--- src/ptrmx_ram.sv ---
`timescale 1ns / 1ps
// ----------------------------------------------------------------------------
// ptrmx_ram
// generic ram, one write port and two registered read ports
// ----------------------------------------------------------------------------
module ptrmx_ram #(
    parameter int WIDTH = 8,
    parameter int DEPTH = 16
) (
    input  logic                     clk,
    input  logic                     we,
    input  logic [$clog2(DEPTH)-1:0] waddr,
    input  logic [WIDTH-1:0]         wdata,
    input  logic [$clog2(DEPTH)-1:0] raddr_a,
    input  logic [$clog2(DEPTH)-1:0] raddr_b,
    output logic [WIDTH-1:0]         rdata_a,
    output logic [WIDTH-1:0]         rdata_b
);

    logic [WIDTH-1:0] mem [DEPTH];

    always_ff @(posedge clk)
    begin
        if (we)
        begin
            mem[waddr] <= wdata;
        end
        rdata_a <= mem[raddr_a];
        rdata_b <= mem[raddr_b];
    end

endmodule

--- config.mk ---
export PLATFORM = sky130hd
export DESIGN_NAME = ptrmx_ram
export DESIGN_NICKNAME = d
export VERILOG_FILES = /design/src/ptrmx_ram.sv
export SDC_FILE = /design/constraint.sdc
export NUM_CORES = 1
export LEC_CHECK = 0
export BUFFER_PORTS_ARGS = -buffer_cell sky130_fd_sc_hd__buf_2
export CORE_ASPECT_RATIO = 1.1
export CORE_MARGIN = 2
export CORE_UTILIZATION = 40
export DETAILED_ROUTE_END_ITERATION = 6
export GPL_TIMING_DRIVEN = 0
export SLEW_MARGIN = 10
export SYNTH_ARGS = -nofsm -noshare
export SYNTH_HDL_FRONTEND = slang
export SYNTH_SLANG_ARGS = --single-unit
--- constraint.sdc ---
create_clock -name clk -period 2.4 [get_ports clk]
set_input_delay 0.48 -clock clk [delete_from_list [all_inputs] [get_ports clk]]
set_output_delay 0.48 -clock clk [all_outputs]
set_load 0.005 [all_outputs]
== Word level (Yosys, flattened, before mapping) ==
Memory sizes are Yosys's and may differ from the RTL's. A register that Yosys moved wholly into a read port is not among the register bits.
Cells that the tools add are included.

* $add $sub $neg: 0
* $mul: 0
* Divide/modulo/power cells: 0
* $lt $le $gt $ge: 0
* Equal/unequal tests: 0
* Shift-type cells: 0
* Mux-type cells: 2
* Bitwise gates (word level): 0
* Reduce and logical (&&, ||, !) cells: 0

{| class="wikitable"
|+ Operators with widths
! cell !! count
|-
| 2-to-1 mux 1 bit || 2
|}

* Flip-flop bits (word level): 0
* Bits in latches: 0
* Bits in writable memories: 128
* Bits in read-only memories: 0
* Input bits: 22
* Output and inout port bits: 16
* Logic and storage cells: 3
* Memories kept: 1

{| class="wikitable"
|+ Memory list
! name !! words !! bits a word !! read ports !! clocked after memory_dff !! write ports !! RTL line !! RTL
|-
| mem || 16 || 8 || 2 || 2 || 1 || 20 || <nowiki>logic [WIDTH-1:0] mem [DEPTH];</nowiki>
|}

== Longest topological paths before layout ==
* Depth in word-level cells: 2
* Depth in mapped cells: 5
* Mapped depth without buffers: 3

== Worst setup path after synthesis ==
No wires, ideal clock.

* Kind: in2reg
* Start point: input waddr[2]
* End point: memory mem[0][0], enable pin
* Library setup time: 0.383 ns
* Data arrival time: 1.590 ns
* Required time: 2.017 ns
* Path slack: 0.427 ns
* Stages on the path: 2
* Buffers on the path: 0
* Cells stage by stage: or3b_2 nor3_1

{| class="wikitable"
|+ RTL lines
! what !! RTL line !! RTL
|-
| start: declaration || 12 || <nowiki>input logic [$clog2(DEPTH)-1:0] waddr,</nowiki>
|-
| end: declaration || 20 ||
|}

Straight into the memory's write port.

== Final worst setup path ==
* Start point: input waddr[2]
* End point: memory mem[2][3], enable pin

Straight into the memory's write port.

==> impl_results.md <==
- Final setup fails: 0
- Die Y: 136.1 um
- Worst-path clk slew: 0.06 ns
- Crit Path Class: primary input to flip-flop
- WP data required: 2.43 ns
- Via count: 3,387
- IO Pins: 38
- Layout Cells excl Fill: 575
- Post-synth EDFFs: 128
- Max Cap Violations: 0
- Synth Flop Type: edfxtp_1
- Max layer used: met4
- Starting Density: 0.4064
- Final wirelength: 14,630 um
- Post-route ant nets: 0
- Hold crit path type: primary input to flip-flop
- Mapped Area: 6346 um^2
- Number of detailed-route iterations in the first pass: 5
- Die W: 124.1 um
- Layout Nets: 384
- Total length of routed met2 wires: 7551 um
- Core area: 15,620 um^2
- Mapped Avg Cell Area: 20.67 um^2
- Largest net degree at the start of global routing: 17
- H-tree levels: 4
- Initial antenna violation count: 0
- RSZ-0062 raised after global routing: no
- Vias in the first global route: 3,507
- Unique cell type count in the Yosys netlist: 20
- Static Leakage: 0.002522 uW
- Max Fclk: 0.4989 GHz
- Synth Area in XOR/XNOR: 0
- Post-Place Cells: 543
- Slew Viols, Final: 0
- Post-Synth Adder-Cell Area: 0
- Full die area: 16,890 um^2
- Worst slew margin: 0.2039
- Post-CTS sizing: 0
- Total clock sinks: 144
- First-pass GRT wire length: 21,630 um
- DP HPWL: 9844 um
- Critical path launch point type: primary input
- TritonCTS Buffers: 17
- # diodes: 0
- Number of synthesized register bits: 144
- Syn nets: 329
- Post-synth top cells: edfxtp_1, mux4_2, a22oi_1
- Yosys Warn Count: 0
- Mux share of post-synthesis cell area: 0.2445
- Least-Margin Pin Slew: 1.190 ns
- # rows: 48
- Synth Area in Simple Gates: 0.03431
- Async set or reset register ratio after synthesis: 0
- Max IR drop VDD: 0.4882 mV
- Compound-Gate Fraction of Synth Area: 0.03785
- Status: complete, no violations
- Hold buffers post-CTS: 0
- Crit end category: flip-flop
- Root Driver: clkbuf_16
- Leading area contributor after synthesis: edfxtp_1
- CTS tree: done
- Wire length per cell: 25.45 um
- Met3 Routed Length: 813 um
- Clock latency on the worst-skew pair: 0.42 ns
- Metal-1 WL: 5970 um
- Synth top area cells: edfxtp_1, mux4_2, mux4_1, dfxtp_1, a22oi_1
- Register area share after synthesis: 0.6562
- Layout area overhead: 15.85%
- DRT iter0 DRCs: 306
- Vias/cell: 5.890
- Synth top area share: 0.6057
- Number of fill cells: 1,342
- Final Skew: 0.005172 ns
- Final period utilization: 0.8351
- Worst Path Max Fanout: 8
- DRC: 0
- Final Total Pwr: 5736 uW
- Min cycle time layout: 2.004 ns
- CP arrival: 2.04 ns
- Setup TNS: 0 ns
- Total track usage: 0.1890
- GRT overflow: 0
- Most frequent cell after synthesis: edfxtp_1
- Layout cell share with drive strength beyond 1: 0.3253
- Hold Violations, Final: 0
- Postcts setup bufs: 0
- Clock Tree Buf Depth: 2
- I/O Buffers: 35
- Post-Synthesis Cells: 307
- PwrDens: 780.2 nW/um^2
- Gpl congestion: 0.8172
- Largest family of logic cells by synthesized area: multiplexers
-- layer usage --
layer  vias up  track usage
li1       1454            -
met5         -            0
met1      1774       0.2359
met4         0      0.06367
met3        30      0.04488
met2       129       0.3227
-- area by class of cell --
cell class / count / area, um^2 / share of cell area
timing repair buffer: 36 / 182.7 / 0.02485
sequential: 144 / 4164 / 0.5664
tap: 200 / 250.2 / 0.03404
buffer: 20 / 172.7 / 0.02349
clock buffer: 19 / 432.9 / 0.05888
clock inverter: 13 / 120.1 / 0.01634
multi-input combinational: 143 / 2029 / 0.2760
-- cells by family after synthesis --
kind of cell,count (synthesis)
compound gates,32
simple gates,47
mux,64
buf+inv,20
flops,144
-- flip-flops by register name, indices dropped and copies added (netlist names) --
| signal | flops |
|---|---|
| mem | 128 |
| rdata_a | 8 |
| rdata_b | 8 |
-- cell usage in the layout (no fill, tap or decap), drive strengths merged --
master	count
edfxtp	128
mux4	64
buf	50
a22oi	32
clkbuf	19
nand2	17
dfxtp	16
nor2	14
clkinv	10
clkdlybuf4s25	6
nor3	4
nor2b	2
and2	2
and2b	2
nand3b	2
nand2b	2
bufinv	2
nand3	1
or3b	1
inv	1
-- path summary, 6_finish.rpt --
kind	endpoint	slack, ns	startpoint	cells after the start
max	mem[2][3]$_DFFE_PP_	0.40	waddr[2]	3
min	mem[6][5]$_DFFE_PP_	0.45	wdata[5]	1
max reg2reg	rdata_a[4]$_DFF_P_	0.91	mem[3][4]$_DFFE_PP_	3
min reg2reg	rdata_b[2]$_DFF_P_	0.71	mem[8][2]$_DFFE_PP_	3
-- stage by stage --
| step | instance area [um^2] | hold slack, ns | utilization | worst slack, ns |
|---|---|---|---|---|
| floorplan | 6346 | 0.5789 | - | 0.4271 |
| global placement | 6771 | 0.6941 | 0.4337 | -0.3518 |
| detailed placement | 6799 | 0.6937 | 0.4354 | -0.007301 |
| CTS | 7352 | 0.4353 | 0.4708 | 0.4348 |
| global route | 7352 | 0.4468 | 0.4708 | 0.3213 |
| finish | 7352 | 0.4491 | 0.4708 | 0.3958 |
-- where the power goes --
group          switching (uW)  internal (uW)
sequential               24.0           2810
clock                     961           1510
combinational             237            200
total                    1220           4510
-- worst max-delay path, stage by stage --
cell	delay (ns)
buf_2	0.11
or3b_2	0.52
nor2_1	0.91
No activity file was read; power rests on OpenSTA's default activity.
