`src/ptrmx_pkg.sv`:
```
`timescale 1ns / 1ps
// ----------------------------------------------------------------------------
// ptrmx_pkg
// shared types, sizes and codes of the persistent trie range max-xor core
// ----------------------------------------------------------------------------
package ptrmx_pkg;

    // key and store sizing
    localparam int KEY_BITS     = 15;
    localparam int MAX_ELEMENTS = 1024;

    // transaction field widths
    localparam int CMD_W    = 2;
    localparam int VALUE_W  = 15;
    localparam int INDEX_W  = 11;
    localparam int STATUS_W = 2;

    // derived storage sizes
    localparam int CNT_W      = $clog2(MAX_ELEMENTS + 1);
    localparam int NODE_DEPTH = MAX_ELEMENTS * (KEY_BITS + 1) + 1;
    localparam int NODE_AW    = $clog2(NODE_DEPTH);
    localparam int ROOT_DEPTH = MAX_ELEMENTS + 1;
    localparam int ROOT_AW    = $clog2(ROOT_DEPTH);
    localparam int NODE_W     = CNT_W + 2 * NODE_AW;
    localparam int LVL_W      = $clog2(KEY_BITS + 1);
    localparam int BIT_W      = $clog2(KEY_BITS);

    typedef enum logic [CMD_W-1:0] {
        CMD_APPEND = 2'd0,
        CMD_QUERY  = 2'd1,
        CMD_CLEAR  = 2'd2
    } cmd_t;

    typedef enum logic [STATUS_W-1:0] {
        ST_OK        = 2'd0,
        ST_FULL      = 2'd1,
        ST_BAD_RANGE = 2'd2
    } status_t;

    typedef enum logic [3:0] {
        S_IDLE,
        S_A_PREV,
        S_A_WR,
        S_Q_RNODE,
        S_Q_LOAD,
        S_Q_CHK,
        S_DONE
    } walk_state_t;

    typedef struct packed {
        logic [CMD_W-1:0]   cmd;
        logic [VALUE_W-1:0] value;
        logic [INDEX_W-1:0] left_index;
        logic [INDEX_W-1:0] right_index;
    } in_item_t;

    typedef struct packed {
        logic [STATUS_W-1:0] status;
        logic [VALUE_W-1:0]  max_xor;
    } out_item_t;

    // one trie node: element count below it and its two child links
    typedef struct packed {
        logic [CNT_W-1:0]   cnt;
        logic [NODE_AW-1:0] kid1;
        logic [NODE_AW-1:0] kid0;
    } node_t;

    typedef struct packed {
        logic               we;
        logic [NODE_AW-1:0] waddr;
        node_t              wdata;
        logic [NODE_AW-1:0] raddr_a;
        logic [NODE_AW-1:0] raddr_b;
    } node_req_t;

    typedef struct packed {
        logic               we;
        logic [ROOT_AW-1:0] waddr;
        logic [NODE_AW-1:0] wdata;
        logic [ROOT_AW-1:0] raddr_a;
        logic [ROOT_AW-1:0] raddr_b;
    } root_req_t;

    typedef struct packed {
        logic      valid;
        out_item_t item;
    } walk_res_t;

    function automatic logic [NODE_AW-1:0] kid_of(input node_t n, input logic b);
        return b ? n.kid1 : n.kid0;
    endfunction

endpackage

```
`src/ptrmx_walk.sv`:
```
`timescale 1ns / 1ps
// ----------------------------------------------------------------------------
// ptrmx_walk
// command sequencer: path copy on append, two-version walk on query
// ----------------------------------------------------------------------------
module ptrmx_walk
    import ptrmx_pkg::*;
(
    input  logic               clk,
    input  logic               rst_n,
    input  logic               start,
    input  in_item_t           item,
    output logic               idle,
    output node_req_t          node_req,
    input  logic [NODE_W-1:0]  node_rdata_a,
    input  logic [NODE_W-1:0]  node_rdata_b,
    output root_req_t          root_req,
    input  logic [NODE_AW-1:0] root_rdata_a,
    input  logic [NODE_AW-1:0] root_rdata_b,
    output walk_res_t          res,
    input  logic               res_take
);

    walk_state_t         state_reg, state_next;
    logic [LVL_W-1:0]    lvl_reg, lvl_next;
    logic [KEY_BITS-1:0] key_reg, key_next;
    logic [KEY_BITS-1:0] xor_reg, xor_next;
    logic [STATUS_W-1:0] status_reg, status_next;
    logic [NODE_AW-1:0]  cur_reg, cur_next;
    logic [NODE_AW-1:0]  free_reg, free_next;
    logic [CNT_W-1:0]    count_reg, count_next;
    node_t               lo_node_reg, lo_node_next;
    node_t               hi_node_reg, hi_node_next;
    logic                nz_a_reg, nz_b_reg, rz_a_reg, rz_b_reg;

    node_t               nd_a, nd_b;
    logic [NODE_AW-1:0]  root_a, root_b;
    logic [BIT_W-1:0]    bit_idx, nxt_idx;
    logic                key_bit, nxt_want;
    logic                bad_range;

    // address zero is the empty root and is never written: it reads as zero
    assign nd_a   = nz_a_reg ? node_t'('0) : node_t'(node_rdata_a);
    assign nd_b   = nz_b_reg ? node_t'('0) : node_t'(node_rdata_b);
    assign root_a = rz_a_reg ? '0 : root_rdata_a;
    assign root_b = rz_b_reg ? '0 : root_rdata_b;

    assign bit_idx  = BIT_W'(lvl_reg - LVL_W'(1));
    assign nxt_idx  = BIT_W'(lvl_reg - LVL_W'(2));
    assign key_bit  = key_reg[bit_idx];
    assign nxt_want = ~key_reg[nxt_idx];

    assign bad_range = (item.left_index == '0)
                    || ({1'b0, item.right_index} > (INDEX_W + 1)'(count_reg))
                    || (item.left_index > item.right_index);

    assign idle = (state_reg == S_IDLE);

    always_ff @(posedge clk or negedge rst_n)
    begin
        if (!rst_n)
        begin
            state_reg <= S_IDLE;
            count_reg <= '0;
            free_reg  <= NODE_AW'(1);
            nz_a_reg  <= 1'b1;
            nz_b_reg  <= 1'b1;
            rz_a_reg  <= 1'b1;
            rz_b_reg  <= 1'b1;
        end
        else
        begin
            state_reg <= state_next;
            count_reg <= count_next;
            free_reg  <= free_next;
            nz_a_reg  <= (node_req.raddr_a == '0);
            nz_b_reg  <= (node_req.raddr_b == '0);
            rz_a_reg  <= (root_req.raddr_a == '0);
            rz_b_reg  <= (root_req.raddr_b == '0);
        end
    end

    always_ff @(posedge clk)
    begin
        lvl_reg     <= lvl_next;
        key_reg     <= key_next;
        xor_reg     <= xor_next;
        status_reg  <= status_next;
        cur_reg     <= cur_next;
        lo_node_reg <= lo_node_next;
        hi_node_reg <= hi_node_next;
    end

    always_comb
    begin
        state_next   = state_reg;
        lvl_next     = lvl_reg;
        key_next     = key_reg;
        xor_next     = xor_reg;
        status_next  = status_reg;
        cur_next     = cur_reg;
        free_next    = free_reg;
        count_next   = count_reg;
        lo_node_next = lo_node_reg;
        hi_node_next = hi_node_reg;
        node_req     = '0;
        root_req     = '0;
        res          = '0;

        case (state_reg)
            S_IDLE:
            begin
                if (start)
                begin
                    key_next    = item.value[KEY_BITS-1:0];
                    xor_next    = '0;
                    status_next = ST_OK;
                    lvl_next    = LVL_W'(KEY_BITS);
                    state_next  = S_DONE;
                    case (item.cmd)
                        CMD_APPEND:
                        begin
                            if (count_reg == CNT_W'(MAX_ELEMENTS))
                            begin
                                status_next = ST_FULL;
                            end
                            else
                            begin
                                // fetch previous root, record the new root
                                root_req.raddr_a = ROOT_AW'(count_reg);
                                root_req.we      = 1'b1;
                                root_req.waddr   = ROOT_AW'(count_reg + CNT_W'(1));
                                root_req.wdata   = free_reg;
                                cur_next         = free_reg;
                                free_next        = free_reg + NODE_AW'(1);
                                state_next       = S_A_PREV;
                            end
                        end
                        CMD_QUERY:
                        begin
                            if (bad_range)
                            begin
                                status_next = ST_BAD_RANGE;
                            end
                            else
                            begin
                                root_req.raddr_a = ROOT_AW'(item.left_index - INDEX_W'(1));
                                root_req.raddr_b = ROOT_AW'(item.right_index);
                                state_next       = S_Q_RNODE;
                            end
                        end
                        CMD_CLEAR:
                        begin
                            count_next = '0;
                            free_next  = NODE_AW'(1);
                        end
                        default:
                        begin
                            status_next = ST_OK;
                        end
                    endcase
                end
            end

            S_A_PREV:
            begin
                node_req.raddr_a = root_a;
                state_next       = S_A_WR;
            end

            S_A_WR:
            begin
                node_req.we          = 1'b1;
                node_req.waddr       = cur_reg;
                node_req.wdata.cnt   = nd_a.cnt + CNT_W'(1);
                if (lvl_reg != '0)
                begin
                    if (key_bit)
                    begin
                        node_req.wdata.kid1 = free_reg;
                        node_req.wdata.kid0 = nd_a.kid0;
                    end
                    else
                    begin
                        node_req.wdata.kid1 = nd_a.kid1;
                        node_req.wdata.kid0 = free_reg;
                    end
                    node_req.raddr_a = kid_of(nd_a, key_bit);
                    cur_next         = free_reg;
                    free_next        = free_reg + NODE_AW'(1);
                    lvl_next         = lvl_reg - LVL_W'(1);
                end
                else
                begin
                    // leaf: no children
                    node_req.wdata.kid1 = '0;
                    node_req.wdata.kid0 = '0;
                    count_next          = count_reg + CNT_W'(1);
                    state_next          = S_DONE;
                end
            end

            S_Q_RNODE:
            begin
                node_req.raddr_a = root_a;
                node_req.raddr_b = root_b;
                state_next       = S_Q_LOAD;
            end

            S_Q_LOAD:
            begin
                lo_node_next     = nd_a;
                hi_node_next     = nd_b;
                node_req.raddr_a = kid_of(nd_a, ~key_bit);
                node_req.raddr_b = kid_of(nd_b, ~key_bit);
                state_next       = S_Q_CHK;
            end

            S_Q_CHK:
            begin
                if (nd_b.cnt != nd_a.cnt)
                begin
                    // opposite branch holds an element of the range
                    xor_next[bit_idx] = 1'b1;
                    lo_node_next      = nd_a;
                    hi_node_next      = nd_b;
                    if (lvl_reg == LVL_W'(1))
                    begin
                        state_next = S_DONE;
                    end
                    else
                    begin
                        node_req.raddr_a = kid_of(nd_a, nxt_want);
                        node_req.raddr_b = kid_of(nd_b, nxt_want);
                        lvl_next         = lvl_reg - LVL_W'(1);
                    end
                end
                else if (lvl_reg == LVL_W'(1))
                begin
                    state_next = S_DONE;
                end
                else
                begin
                    node_req.raddr_a = kid_of(lo_node_reg, key_bit);
                    node_req.raddr_b = kid_of(hi_node_reg, key_bit);
                    lvl_next         = lvl_reg - LVL_W'(1);
                    state_next       = S_Q_LOAD;
                end
            end

            S_DONE:
            begin
                res.valid        = 1'b1;
                res.item.status  = status_reg;
                res.item.max_xor = VALUE_W'(xor_reg);
                if (res_take)
                begin
                    state_next = S_IDLE;
                end
            end

            default:
            begin
                state_next = S_IDLE;
            end
        endcase
    end

endmodule

```
`config.mk`:
```
export PLATFORM = sky130hd
export DESIGN_NAME = ptrmx_walk
export DESIGN_NICKNAME = d
export VERILOG_FILES = /design/src/ptrmx_pkg.sv /design/src/ptrmx_walk.sv
export SDC_FILE = /design/constraint.sdc
export NUM_CORES = 1
export LEC_CHECK = 0
export BUFFER_PORTS_ARGS = -buffer_cell sky130_fd_sc_hd__buf_2
export CAP_MARGIN = 20
export CELL_PAD_IN_SITES_DETAIL_PLACEMENT = 1
export CELL_PAD_IN_SITES_GLOBAL_PLACEMENT = 1
export CORE_UTILIZATION = 35
export CTS_CLUSTER_SIZE = 14
export DETAILED_ROUTE_END_ITERATION = 7
export PLACE_DENSITY_LB_ADDON = 0.1
export RECOVER_POWER = 25
export REMOVE_ABC_BUFFERS = 1
export SLEW_MARGIN = 20
export SYNTH_ARGS = -nofsm -noshare
export SYNTH_HDL_FRONTEND = slang
export SYNTH_SLANG_ARGS = --single-unit
```
`constraint.sdc`:
```
create_clock -name clk -period 3.6 [get_ports clk]
set_input_delay 0.54 -clock clk [delete_from_list [all_inputs] [get_ports clk]]
set_output_delay 0.54 -clock clk [all_outputs]
set_load 0.01 [all_outputs]
```
# After elaboration in Yosys (flattened, before gate mapping)

Index checks and enable logic that the tools add are counted.

Flip-flop bits (word level): 145
Latch bits: 0
RAM bits: 0
Bits in read-only memories: 0
Word-level logic and storage cells: 147
Memories: 0

Add/sub/neg operators: 6
$mul: 0
Divide/modulo/power cells: 0
Magnitude comparators: 5
Equal/unequal tests: 23
Shift-type cells: 0
Muxes and demuxes: 72
Bitwise gates (word level): 1
Reductions and logical operators: 24

Operators by type and width:

| kind                  | number |
|---|---|
| $mux 15               | 19 |
| $mux 30               | 7 |
| $pmux 15 s2           | 4 |
| $pmux 30 s2           | 2 |
| $mux 49               | 2 |
| $mux 41               | 2 |
| $pmux 15 s4           | 1 |
| $mux 57               | 1 |
| $pmux 15 s3           | 1 |
| $mux 11               | 4 |
| $pmux 11 s2           | 2 |
| $mux 38               | 1 |
| $logic_not 11->1      | 3 |
| $mux 4                | 8 |
| $logic_not 15->1      | 2 |
| $pmux 4 s7            | 1 |
| $mux 27               | 1 |
| $add 11x1->11 const B | 2 |
| $gt 11x11->1          | 2 |
| $mux 22               | 1 |
| $mux 18               | 1 |
| $add 15x1->15 const B | 1 |
| $or 15x15->15         | 1 |
| $ne 2x2->1 const B    | 7 |
| other kinds (35)      | 55 |

# Longest topological paths before layout

Depth in word-level cells: 8
Mapped depth: 16

# Worst setup path before layout

Ideal clock, no wire load.

Kind: flip-flop to output port
Start point: reg lvl_reg[0]
End point: out node_req[45] (netlist bit)
Arrival time: 3.351 ns
Slack: -0.291 ns
Stages on the path, launching flop included: 14
Cells stage by stage: edfxtp_1 -> buf_6 -> inv_1 -> ha_1 -> buf_2 -> mux2i_1 -> mux4_2 -> mux2i_1 -> buf_2 -> buf_1 -> clkbuf_1 -> clkbuf_1 -> nand2_1 -> a21oi_1

RTL lines:

| item                   | RTL line         | source |
|---|---|---|
| start, declared        | ptrmx_walk.sv:25 | `logic [LVL_W-1:0] lvl_reg, lvl_next;` |
| start signal, assigned | ptrmx_walk.sv:85 | `lvl_reg <= lvl_next;` |
| end, declared          | ptrmx_walk.sv:14 | `output node_req_t node_req,` |

==> summary.txt <==
STA
  – Slew HR: -49.9%
  – Slew Viols, Final: 34
  – Period utilization: 111%
  – Worst-Margin Slew: ~2.2 ns
  – RSZ-0062 raised after global routing: yes
  – Tmin final: ~4.0 ns
  – Setup violations, final: 49
  – Final Hold Fails: 0
  – Upper clock frequency limit: 250 MHz
  – Clock Skew: about 0.01 ns
  – Post-route setup slack: -0.394 ns

Global route
  – Vias in the first global route: around 11000
  – Largest net degree at the start of global routing: slightly above 60
  – Grt ovf: 0
  – Antenna violations before repair: 2
  – GR Util All Layers: between 20% and 30%
  – First-pass GRT wire length: 62600 µm

Layout
  – Layout area overhead: 42.9%
  – Most frequent cells in the layout: buf_2, nor2_1, edfxtp_1
  – Fillers: between 3000 and 4000
  – Final-stage net count: 1819
  – Ratio of cells with drive above 1 in the final layout: 37.2%
  – Post-Route Utilization: between 50% and 60%
  – Most common cell after layout, fill and taps aside: buf_2

Clock network
  – Clock transition at path regs: approximately 0.070 ns
  – Clk root buf: clkbuf_16
  – # H-tree levels: 4
  – CTS tree: done
  – Skew-Pair Late Insertion Delay: about 0.44 ns
  – Sinks on Clock Net: about 140
  – Total CTS buffers: 17
  – CTS max path bufs: 2
  – # hold bufs at CTS: 0

Critical path
  – R2R cell count: 12
  – Worst path required time: approximately 3.1 ns
  – Reg2Reg Capture Point: nz_a_reg
  – Setup crit end kind: output pin
  – Startpoint class of the critical path: flop
  – R2R Path Start: lvl_reg[1]
  – Maximum fanout along the worst path: 22
  – Reg2reg setup slack: -0.19 ns
  – Setup CP Type: flop to output pin
  – Worst path arrival time: about 3.5 ns

Job
  – Max-cap check violation count: 1

Route
  – Drt total wl: roughly 42000 µm
  – Final ANT Viol Nets: 0
  – Via density: between 5 and 6
  – Vias: about 11000
  – WL per Instance: between 20 and 25 µm
  – Drt pass-1 iters: 4
  – DRC violations left: 0
  – Iter 0 DRT Violations: between 600 and 700

Placed design
  – IO buf count: 309
  – Placer congestion estimate: around 0.85
  – Pre-CTS WS: -0.200 ns
  – Final HPWL from detailed placement: 30600 µm

Synthesis
  – Synth Instances: between 1000 and 1500
  – Synthesis warning total: 0
  – EDFF count, synth: between 100 and 150
  – FFs w/ async S/R, synth: roughly 23%
  – Post-synthesis register bit count: about 140
  – Post-Synthesis Cell Area: about 11000 µm²
  – Commonest register cell after synthesis: edfxtp_1
  – Avg Cell Area, Syn: 8.68 µm²
  – Post-synthesis cell type count: just over 60
  – Sequential share of the synthesized area: 39.3%

Floorplan
  – Die X: ~180 µm
  – Row Count: 63
  – Starting Density: 35.7%
  – I/O pin cnt: just over 300
  – Die area: 31000 µm²
  – Die Y: 176 µm
  – Core Box Area: ~30000 µm²

Hold path
  – Worst hold stages: 1
  – Hold_sp: item[28]
  – Hold/Removal Path Class: primary input to flop
  – Hold endpoint: key_reg[6]

Power and ir drop
  – Maximum VDD drop: between 0.0004 and 0.0005 V
  – P_leak: 6.99 nW
  – Total power divided by cell area: 831 nW/µm²

Outcome
  – Outcome: complete, but fails checks
  – Violated checks: capacitance limit, slew limit, setup timing
==> kinds of logic (layout without fill, tap and decap cells) <==
family                   after synthesis  count (layout)  share of synthesized area, %
AND/OR/NAND/NOR                      555             555                          26.3
AO/OA/AOI/OAI                        219             219                          13.1
buffers and inverters                151             571                          5.64
flip-flops                           144             144                          39.3
multiplexers                          74              75                          7.98
XOR/XNOR                              45              45                          3.72
adder cells (fa/ha/maj)               34              34                          4.01
other                                  0               2                             0
==> critical path, stage by stage (launching register included) <==
cell and delay [ns]:
edfxtp_1 0.43, inv_4 0.13, ha_4 0.24, mux2i_1 0.15, mux4_2 0.59, mux2_4 0.40, buf_6 0.21, nand2_1 0.13
a21oi_1 0.08, nand4b_1 0.31, buf_4 0.21, buf_2 0.13
==> per-layer routing <==
layer  vias up  routed length [µm]  track usage (%)
met5         -                   0                0
met3        55                1910             4.22
met1      5428               18700             34.6
met4         0                1060             8.80
met2       299               20700             43.9
li1       5164                   -                -
==> area by class of cell <==
cell class	count	area [µm²]	area share [%]
well taps	390	488	3.22
repair buffers	462	3150	20.8
clock inverters	13	151	0.999
diodes	2	5.00	0.0330
flip-flops and latches	144	4170	27.5
clock buffers	19	443	2.92
inverters	77	292	1.92
multi-input cells	928	6460	42.6
==> report_power, final <==
group	leakage, nW	switching [mW]	internal [mW]
combinational	5.24	4.20	3.67
clock	0.278	0.803	1.05
sequential	1.47	0.336	2.53
==> through the flow <==
stage | std cells | hold slack (ns) | power (mW) | setup TNS, ns | instance area (µm²)
floorplan | 1148 | 0.244 | 6.00 | -188.56 | 10300
global placement | 1939 | 0.543 | 8.57 | -0.113 | 13200
detailed placement | 1939 | 0.550 | 8.70 | -1.65 | 13200
CTS | 2007 | 0.261 | 11.4 | -6.44 | 14300
global route | 2034 | 0.269 | 13.2 | -12.30 | 15100
finish | 2035 | 0.275 | 12.6 | -8.98 | 15200
==> cells in the mapped netlist (32+ instances only) <==
| cell | instances | area share [%] |
|---|---|---|
| inv_1 | 77 | 2.7 |
| nor3_1 | 33 | 1.6 |
| nand2_1 | 129 | 4.6 |
| nand2b_1 | 51 | 3.0 |
| nor2_1 | 138 | 4.9 |
| and3_1 | 41 | 2.4 |
| ha_1 | 34 | 4.0 |
| and2_1 | 37 | 2.2 |
| a21oi_1 | 73 | 3.4 |
| edfxtp_1 | 111 | 31 |
| nor2b_1 | 32 | 1.9 |
| o21ai_0 | 45 | 2.1 |
| nand3_1 | 35 | 1.7 |
| clkbuf_1 | 55 | 1.9 |
| mux2i_1 | 53 | 5.0 |
==> what timing repair did <==
item / CTS / global route
setup endpoints to repair: 72 / 93
gates cloned: 2 / 2
setup buffers: 35 / 29
resized for setup: 59 / 165
pin swaps: 23 / 72
==> worst max path at each step <==
| stage | from | end | slack (ns) | cells past startpoint |
|---|---|---|---|---|
| floorplan | lvl_reg[0] | nz_a_reg | -2.35 | 10 |
| global placement | lvl_reg[1] | nz_a_reg | -0.06 | 12 |
| global route | lvl_reg[1] | node_req[23] | -0.47 | 11 |
| detailed placement | lvl_reg[1] | node_req[23] | -0.20 | 12 |
| CTS | lvl_reg[1] | node_req[25] | -0.33 | 10 |
| finish | lvl_reg[1] | node_req[23] | -0.39 | 11 |
Note: power is estimated with default switching activity, not from simulation.
